`src/sv/tslc_pkg.sv`:
```
// ----------------------------------------------------------------------------
// tslc_pkg
// Shared types and constants for the strided tensor layout checker.
// ----------------------------------------------------------------------------
package tslc_pkg;

  // field widths
  localparam int ELEM_W     = 4;
  localparam int BUF_W      = 63;
  localparam int SIZE_W     = 63;
  localparam int STRIDE_W   = 64;
  localparam int VERDICT_W  = 3;
  localparam int CFG_IDX_W  = 1;
  localparam int CFG_DATA_W = 63;
  localparam int PROD_W     = 2 * SIZE_W;

  // verdict codes, also used as the sticky error code (too-many overrides others)
  typedef enum logic [VERDICT_W-1:0] {
    VERDICT_OK         = 3'd0,
    VERDICT_NEG_STRIDE = 3'd1,
    VERDICT_OFFSET_OVF = 3'd2,
    VERDICT_OVERRUN    = 3'd3,
    VERDICT_TOO_MANY   = 3'd4
  } verdict_t;

  // configuration register indexes
  typedef enum logic [CFG_IDX_W-1:0] {
    CFG_ELEM_BYTES   = 1'b0,
    CFG_BUFFER_BYTES = 1'b1
  } cfg_reg_t;

  // controller states
  typedef enum logic [3:0] {
    ST_IDLE,   // waiting for a dimension word
    ST_DIM,    // per-dimension sign check, launch offset multiply
    ST_DMUL,   // offset multiply in flight
    ST_FIN,    // verdict and walk setup
    ST_CRD,    // column-major walk: read entry
    ST_CCMP,   // column-major walk: compare, launch multiply
    ST_CMUL,   // column-major walk: multiply in flight
    ST_RINIT,  // row-major walk setup
    ST_RRD,    // row-major walk: read entry
    ST_RCMP,   // row-major walk: compare, launch multiply
    ST_RMUL,   // row-major walk: multiply in flight
    ST_EMIT    // load the output register
  } state_t;

  // multiplier operand source
  typedef enum logic {
    MUL_SEL_DIM,
    MUL_SEL_WALK
  } mul_sel_t;

  // controller to datapath
  typedef struct packed {
    logic     cap;
    logic     dim_chk;
    logic     dim_acc;
    logic     mul_go;
    mul_sel_t mul_sel;
    logic     fin;
    logic     rd;
    logic     col_cmp;
    logic     col_step;
    logic     row_init;
    logic     row_cmp;
    logic     row_step;
    logic     emit;
  } dp_cmd_t;

  // datapath to controller
  typedef struct packed {
    logic need_mul;
    logic last;
    logic too_many;
    logic mul_done;
    logic idx_last;
    logic idx_zero;
    logic size_zero;
    logic out_busy;
  } dp_sts_t;

endpackage

```
`src/sv/tslc_ctrl.sv`:
```
// ----------------------------------------------------------------------------
// tslc_ctrl
// Controller: sequences word capture, offset multiply, verdict and the two
// layout walks, and hands the result to the output register.
// ----------------------------------------------------------------------------
module tslc_ctrl
  import tslc_pkg::*;
(
  input  logic    clk,
  input  logic    rst_n,
  input  logic    in_valid,
  output logic    in_stall,
  input  dp_sts_t sts,
  output dp_cmd_t cmd
);
  state_t state_r, state_nxt;

  // state register
  always_ff @(posedge clk) begin
    if (!rst_n) begin
      state_r <= ST_IDLE;
    end else begin
      state_r <= state_nxt;
    end
  end

  // next state and commands
  always_comb begin
    state_nxt   = state_r;
    cmd         = '0;
    cmd.mul_sel = MUL_SEL_DIM;
    case (state_r)
      ST_IDLE: begin
        if (in_valid) begin
          cmd.cap   = 1'b1;
          state_nxt = ST_DIM;
        end
      end
      ST_DIM: begin
        if (sts.need_mul) begin
          cmd.mul_go = 1'b1;
          state_nxt  = ST_DMUL;
        end else begin
          cmd.dim_chk = 1'b1;
          state_nxt   = sts.last ? ST_FIN : ST_IDLE;
        end
      end
      ST_DMUL: begin
        if (sts.mul_done) begin
          cmd.dim_acc = 1'b1;
          state_nxt   = sts.last ? ST_FIN : ST_IDLE;
        end
      end
      ST_FIN: begin
        cmd.fin   = 1'b1;
        state_nxt = sts.too_many ? ST_EMIT : ST_CRD;
      end
      ST_CRD: begin
        cmd.rd    = 1'b1;
        state_nxt = ST_CCMP;
      end
      ST_CCMP: begin
        cmd.col_cmp = 1'b1;
        if (sts.idx_last) begin
          state_nxt = ST_RINIT;
        end else begin
          cmd.mul_go  = 1'b1;
          cmd.mul_sel = MUL_SEL_WALK;
          state_nxt   = ST_CMUL;
        end
      end
      ST_CMUL: begin
        if (sts.mul_done) begin
          cmd.col_step = 1'b1;
          state_nxt    = ST_CRD;
        end
      end
      ST_RINIT: begin
        cmd.row_init = 1'b1;
        state_nxt    = ST_RRD;
      end
      ST_RRD: begin
        cmd.rd    = 1'b1;
        state_nxt = ST_RCMP;
      end
      ST_RCMP: begin
        cmd.row_cmp = 1'b1;
        if (sts.idx_zero) begin
          state_nxt = ST_EMIT;
        end else if (sts.size_zero) begin
          state_nxt = ST_RRD;
        end else begin
          cmd.mul_go  = 1'b1;
          cmd.mul_sel = MUL_SEL_WALK;
          state_nxt   = ST_RMUL;
        end
      end
      ST_RMUL: begin
        if (sts.mul_done) begin
          cmd.row_step = 1'b1;
          state_nxt    = ST_RRD;
        end
      end
      ST_EMIT: begin
        if (!sts.out_busy) begin
          cmd.emit  = 1'b1;
          state_nxt = ST_IDLE;
        end
      end
      default: begin
        state_nxt = ST_IDLE;
      end
    endcase
  end

  assign in_stall = (state_r != ST_IDLE);

endmodule

```
`config.mk`:
```
export PLATFORM = sky130hd
export DESIGN_NAME = tslc_ctrl
export DESIGN_NICKNAME = d
export VERILOG_FILES = /design/src/sv/tslc_pkg.sv /design/src/sv/tslc_ctrl.sv
export SDC_FILE = /design/constraint.sdc
export NUM_CORES = 1
export LEC_CHECK = 0
export BUFFER_PORTS_ARGS = -buffer_cell sky130_fd_sc_hd__buf_2
export CAP_MARGIN = 25
export CORE_UTILIZATION = 30
export CTS_CLUSTER_SIZE = 28
export DETAILED_ROUTE_END_ITERATION = 10
export SLEW_MARGIN = 0
export SYNTH_ARGS = -nofsm -noshare
export SYNTH_HDL_FRONTEND = slang
export SYNTH_SLANG_ARGS = --single-unit
```
`constraint.sdc`:
```
create_clock -name clk -period 1.85 [get_ports clk]
set_input_delay 0 -clock clk [delete_from_list [all_inputs] [get_ports clk]]
set_output_delay 0 -clock clk [all_outputs]
set_load 0.005 [all_outputs]
```
Word-level counts from Yosys, hierarchy flattened:

Cells that the tools add are included.

* eq/ne operators: 16
* mux-type cells: 33
* reduce and logical (&&, ||, !) cells: 4

Operators with widths (number)
* case mux 4 bit (12 select lines): 1
* 2-to-1 mux 4 bit: 7
* 2-to-1 mux 1 bit: 17
* equality test 4 x 3 -> 1 bit (second input constant): 4
* equality test 4 bit (second input constant): 4
* 2-to-1 mux 2 bit: 6
* != test 2 bit (second input constant): 5
* equality test 4 x 2 -> 1 bit (second input constant): 2
* AND reduction 5 bit: 1
* equality test 4 x 1 -> 1 bit (second input constant): 1
* logical NOT 4 bit: 1
* nonzero test 4 bit: 1
* case mux 1 bit (3 select lines): 1
* case mux 1 bit (2 select lines): 1
* OR reduction 2 bit: 1

* register bits after elaboration: 4
* input port bits: 11
* output and inout port bits: 14
* word-level logic and storage cells: 54

Longest topological paths before layout:

Gate-level depths: netlist of the first run.

* depth after elaboration: 3
* mapped depth: 5
* mapped depth without buffers: 4

Worst setup path before layout of the first run:

No wires, ideal clock.

* path kind: flip-flop to flip-flop
* start: register state_r[0]
* end: register state_r[0]
* library setup time: 118 ps
* data arrival time: 1252 ps
* required time: 1732 ps
* slack: 479 ps
* stages on the path, launching flop included: 5
* buffers on the path: 0
* clock period less this slack: 1371 ps
* cell sequence: dfxtp_1 -> or4_1 -> o22ai_1 -> a311o_1 -> a21boi_2

* word-level cells in the longest chain between the ends: 3
* elaborated cells on any way between the ends: 19
* classes of those cells: 16 x eq/ne; 1 x mux; 2 x reduce/logical

Ends and longest elaborated chain
* start: declaration: line tslc_ctrl.sv:16 `state_t state_r, state_nxt;`
* start signal: assignment: line tslc_ctrl.sv:23 `state_r <= state_nxt;`
* equality test 4 x 2 -> 1 bit (tied with other cells): line tslc_ctrl.sv:32 `case (state_r)`
* != test 2 bit (no line)
* AND reduction 5 bit (no line)

Several ways; a longest one is shown, not always the timed one.
A chain may end at the register's enable or synchronous reset.

==> results.py, run 1 <==
metrics = {
    "clocking": {
        "cts_buffer_depth": 2,
        "cts_tree": "yes",
        "ctsHoldBuffers": 0,
        "clkSlewWorstSetupHoldPaths_ps": 40,
        "post_cts_buffers": 0,
        "clkSinkCount": 4,
        "h-tree-depth": 1,
        "cts_made_buffers": 3,
        "clock_latency_ps": 230,
        "root_buffer": "clkbuf_4",
    },
    "timing": {
        "post-route-min-period_ps": 1660,
        "fmax_mhz": 603,
        "finClkSkew_ps": 0.875,
        "setup_viol": 0,
        "hold_viol": 0,
        "relSlewSlack": 0.669,
        "setup_tns_ps": 0,
        "post-route-period-util": 0.897,
        "worst_pin_slew_ps": 496,
        "fin_ws_ps": 191,
        "rsz0062_at_grt": "no",
        "slew_violations": 0,
    },
    "detailed_routing": {
        "routedWlPerCell_um": 12.0,
        "vias": 542,
        "drt_wl_total_um": 1200,
        "drt_iter0_drc": 8,
        "via_per_inst": 5.42,
        "first_pass_iters": 4,
        "drc": 0,
        "drtAntennaViolNets": 0,
    },
    "power_and_ir_drop": {
        "pwr-share-comb": 0.434,
        "power_density_mw_per_mm2": 785,
        "p_leak_nw": 0.285,
        "p_switching_uw": 177,
        "fin_total_pwr_uw": 467,
        "ir_drop_v": 0.000434,
        "p_clk_frac": 0.232,
        "intPower_uw": 289,
        "pwr-share-seq": 0.334,
        "p_sw_frac": 0.380,
    },
    "placement": {
        "gp_congestion": 0.729,
        "dp_slack_ps": 297,
        "port_buffers": 24,
        "hpwl_um": 872,
        "dpl_cell_area_sq_um": 571,
    },
    "setup_path": {
        "critPathArrivalTime_ps": 1660,
        "critPathLaunch": "state_r[3]",
        "cp_slowest_stage_delay_ps": 620,
        "end_kind": "output port",
        "worstPathCellList": "nand2b_1 > nor3_1 > a21o_1 > a21o_2 > buf_2",
        "r2r_start": "state_r[3]",
        "critPathKind": "flop to output port",
        "r2r_slack_ps": 290,
        "crit_slowest_cell": "dfxtp_1",
        "cp_max_fo": 14,
        "crit_path_start_kind": "flop",
        "crit_required_ps": 1850,
    },
    "global_route": {
        "grt_use_total": 0.179,
        "grt_pass1_wl_um": 2010,
        "grt_max_degree": 19,
        "grt_overflow_total": 0,
        "grt_pass1_vias": 479,
        "antenna_found_initial": 0,
    },
    "logic_synthesis": {
        "synthesis.instances": 62,
        "yosys.area.top_type": "dfxtp_1",
        "synth_flop_cell": "dfxtp_1",
        "ys_seq_area_frac": 0.174,
        "synth_area_per_cell_sq_um": 7.43,
        "synthArstFlopShare": 0,
        "yosysWarnings": 0,
        "synth.most_common_cell": "nor2_1",
        "ys_ff_latch": 4,
        "yosys.cell_types.count": 35,
        "synth.net_count": 73,
        "syn_area_sq_um": 460,
        "synth_edf_count": 0,
        "ys_top_cells_by_area": "dfxtp_1 (17%), nor2_1 (7.3%), nor4b_4 (5.2%)",
        "synth_common_cells": "nor2_1 (9), dfxtp_1 (4), nand2_1 (4), nor3_1 (4)",
        "synth_top_area_share": 0.174,
    },
    "hold_path": {
        "min_from": "rst_n",
        "hp-class": "primary input to flop",
    },
    "floorplanning": {
        "dieArea_sq_mm": 0.00170,
        "start_util": 0.337,
        "die_h_um": 41.2,
        "placementRows": 13,
        "coreArea_sq_mm": 0.00137,
        "dieWidth_um": 41.2,
        "ioPinCount": 25,
    },
    "run_status": {
        "status": "complete, no violations",
    },
    "cells_and_area": {
        "fillers": 144,
        "drive_above_1_share": 0.388,
        "regMostFlops": "state_r",
        "area_growth_pct": 29.1,
        "largest_reg_flops": 4,
        "seqCellArea_sq_um": 81.3,
        "stdcell_area_sq_um": 594,
        "n_antenna_cell": 0,
        "layout.nets": 98,
        "top_regs": "state_r (4)",
        "multi_input_area_sq_um": 340,
    },
    "flow_run": {
        "drv_cap": 0,
    },
}
==> layout make-up <==
type | count | share of cell area
multi-input cells | 51 | 0.573
repair buffers | 24 | 0.202
flip-flops and latches | 4 | 0.137
clock buffers | 3 | 0.0379
well taps | 15 | 0.0316
inverters | 3 | 0.0189
==> kinds of logic (layout without fill, tap and decap cells) <==
| kind of cell | count (synthesis) | in the layout | share of synthesized area |
|---|---|---|---|
| AOI/OAI and AO/OA | 17 | 17 | 0.283 |
| buffers and inverters | 7 | 30 | 0.0870 |
| muxes | 2 | 2 | 0.0489 |
| DFF | 4 | 4 | 0.174 |
| and+or+nand+nor | 32 | 32 | 0.408 |
==> power by group through the flow <==
stage / sequential, mW / clock, mW / combinational (mW)
detailed placement: 0.156 / 0 / 0.203
CTS: 0.155 / 0.116 / 0.204
global placement: 0.157 / 0 / 0.204
floorplan: 0.119 / 0 / 0.187
finish: 0.156 / 0.108 / 0.202
global route: 0.163 / 0.123 / 0.232
==> worst max-delay path: cells and delay by family, from the launching register on <==
| kind | cells | cell delay, ps |
|---|---|---|
| flip-flops | 1 | 620 |
| AO/OA/AOI/OAI | 2 | 350 |
| buffers and inverters | 1 | 120 |
| AND/OR/NAND/NOR | 2 | 340 |
==> layout by cell type (no fill, tap or decap), types with 2 or more instances in the layout <==
master    instances
a21o_1            2
a21oi_1           3
buf_2            24
clkbuf_4          3
dfxtp_1           3
inv_1             3
mux2_2            2
nand2_1           4
nand2b_1          3
nor2_1            9
nor3_1            4
nor4_1            2
==> worst paths after layout <==
check,endpoint,cells past startpoint
max,cmd[9],5
min,state_r[1],2
max reg2reg,state_r[3],4
min reg2reg,state_r[3],2
==> stage by stage <==
step	hold WS [ps]	utilization	std cells
2_1_floorplan	31.1	-	62
3_3_place_gp	258	0.418	97
3_5_place_dp	263	0.418	97
4_1_cts	22.3	0.434	100
5_1_grt	25.4	0.435	100
6_report	35.0	0.435	100
==> layer usage <==
| layer | vias up | part of all wire | GRT usage |
|---|---|---|---|
| met5 | - | 0 | 0 |
| met4 | 0 | 0 | 0.0806 |
| met3 | 0 | 0.057 | 0.0217 |
| met2 | 20 | 0.46 | 0.301 |
| met1 | 246 | 0.49 | 0.224 |
| li1 | 276 | - | - |
==> repair_timing <==
action | CTS | global route
endpoints found under the hold margin | 0 | 0
resized for setup | 0 | 1
setup endpoints to repair | 0 | 1
No activity file was read; power rests on OpenSTA's default activity.
==> run 2: changes to the inputs <==
==> constraint.sdc (replaced) <==
create_clock -name clk -period 1.85 [get_ports clk]
set_input_delay 0.37 -clock clk [delete_from_list [all_inputs] [get_ports clk]]
set_output_delay 0.37 -clock clk [all_outputs]
set_load 0.005 [all_outputs]
==> results.py, run 2 (synthesized netlist as in run 1, its figures left out) <==
metrics = {
    "cells_and_area": {
        "layout.nets": 102,
        "fillers": 149,
        "regMostFlops": "state_r",
        "layout_common_cells": "buf_2 (24), nor2_1 (9), nand2_1 (4), buf_4 (4)",
        "final_common_cell": "buf_2",
        "drive_above_1_share": 0.472,
        "top_regs": "state_r (4)",
        "n_antenna_cell": 0,
        "area_growth_pct": 38.9,
        "largest_reg_flops": 4,
    },
    "timing": {
        "slew_violations": 0,
        "hold_viol": 0,
        "setup_tns_ps": 0,
        "finClkSkew_ps": 3.54,
        "worst_pin_slew_ps": 246,
        "whs_ps": 396,
        "post-route-period-util": 0.945,
        "post-route-min-period_ps": 1750,
        "setup_viol": 0,
        "fmax_mhz": 572,
        "relSlewSlack": 0.835,
        "rsz0062_at_grt": "no",
    },
    "power_and_ir_drop": {
        "power_density_mw_per_mm2": 771,
        "p_leak_nw": 0.307,
        "fin_total_pwr_uw": 493,
        "ir_drop_v": 0.000396,
    },
    "clocking": {
        "root_buffer": "clkbuf_4",
        "clock_latency_ps": 230,
        "cts_made_buffers": 3,
        "h-tree-depth": 1,
        "ctsHoldBuffers": 0,
        "cts_buffer_depth": 2,
        "clkSlewWorstSetupHoldPaths_ps": 40,
        "clkSinkCount": 4,
        "cts_tree": "yes",
    },
    "setup_path": {
        "crit_slowest_cell": "or4_4",
        "cp_max_fo": 14,
        "worstPathCellList": "or4_4 > nor2_1 > buf_2",
        "path_buf_inv": 1,
        "critPathKind": "flop to output port",
        "crit_required_ps": 1480,
        "cp_slowest_stage_delay_ps": 550,
        "critPathArrivalTime_ps": 1380,
        "end_kind": "output port",
        "crit_path_start_kind": "flop",
        "cp_top_family": "simple AND/OR/NAND/NOR gates",
    },
    "run_status": {
        "status": "complete, no violations",
    },
    "detailed_routing": {
        "drc": 0,
        "vias": 574,
        "routedWlPerCell_um": 11.6,
        "via_per_inst": 5.52,
        "drt_wl_total_um": 1200,
        "first_pass_iters": 4,
        "drtAntennaViolNets": 0,
        "drt_iter0_drc": 20,
    },
    "floorplanning": {
        "die_h_um": 41.2,
        "ioPinCount": 25,
        "start_util": 0.337,
        "dieArea_sq_mm": 0.00170,
        "coreArea_sq_mm": 0.00137,
        "placementRows": 13,
        "dieWidth_um": 41.2,
    },
    "global_route": {
        "grt_pass1_wl_um": 1850,
        "grt_max_degree": 15,
        "grt_overflow_total": 0,
        "grt_use_total": 0.169,
        "antenna_found_initial": 0,
        "grt_pass1_vias": 466,
    },
    "flow_run": {
        "drv_cap": 0,
    },
    "hold_path": {
        "hp-class": "primary input to flop",
    },
    "placement": {
        "gp_congestion": 0.779,
        "port_buffers": 24,
        "hpwl_um": 924,
    },
}
run 2: changes by cell type in the layout (fill, tap and decap cells not counted):
cell / delta
dfxtp_4: +1
dfxtp_2: +2
or4_1: -1
buf_4: +4
nor3_2: +1
or4_4: +1
nor3_1: -1
dfxtp_1: -3
run 2: final cells by class:
class                   count  area, sq um  share of cell area
multi-input cells          51          349               0.546
repair buffers             28          150               0.235
flip-flops and latches      4         87.6               0.137
clock buffers               3         22.5              0.0352
well taps                  15         18.8              0.0294
inverters                   3         11.3              0.0176
run 2: final timing paths:
kind | from | to | slack (ps) | cells past startpoint
max | state_r[0] | cmd[12] | 100 | 3
min | rst_n | state_r[1] | 400 | 2
max reg2reg | state_r[3] | state_r[0] | 360 | 5
min reg2reg | state_r[3] | state_r[2] | 700 | 2
run 2: power by group:
group / total [mW] / internal (mW) / switching [mW]
sequential: 0.159 / 0.108 / 0.0516
combinational: 0.226 / 0.132 / 0.0949
clock: 0.107 / 0.0725 / 0.0344
run 2: repair_timing:
item	CTS	global route
hold endpoints to repair	0	0
setup buffers	0	0
endpoints found under the setup margin	4	5
resized for setup	2	5
run 2: per-layer routing:
metal | share of wire | GRT usage | up-vias
met2 | 0.45 | 0.281 | 20
met1 | 0.48 | 0.199 | 261
met4 | 0.014 | 0.0968 | 0
met5 | 0 | 0 | -
met3 | 0.057 | 0.0326 | 3
li1 | - | - | 290
run 2: worst reg2reg max path, stage by stage, from the launching register on:
cell      delay, ps
dfxtp_2         370
buf_4           170
nor4b_4         290
nand3b_1        120
a311o_1         370
a21boi_2        100
run 2: stage by stage:
stage | worst slack [ps] | instance area [sq um] | util | instances
after detailed placement | 161 | 601 | 0.440 | 101
final | 103 | 639 | 0.468 | 104
after global routing | 24.9 | 639 | 0.468 | 104
after floorplan | 328 | 460 | - | 62
after global placement | 206 | 601 | 0.440 | 101
after CTS | 18.4 | 626 | 0.458 | 104
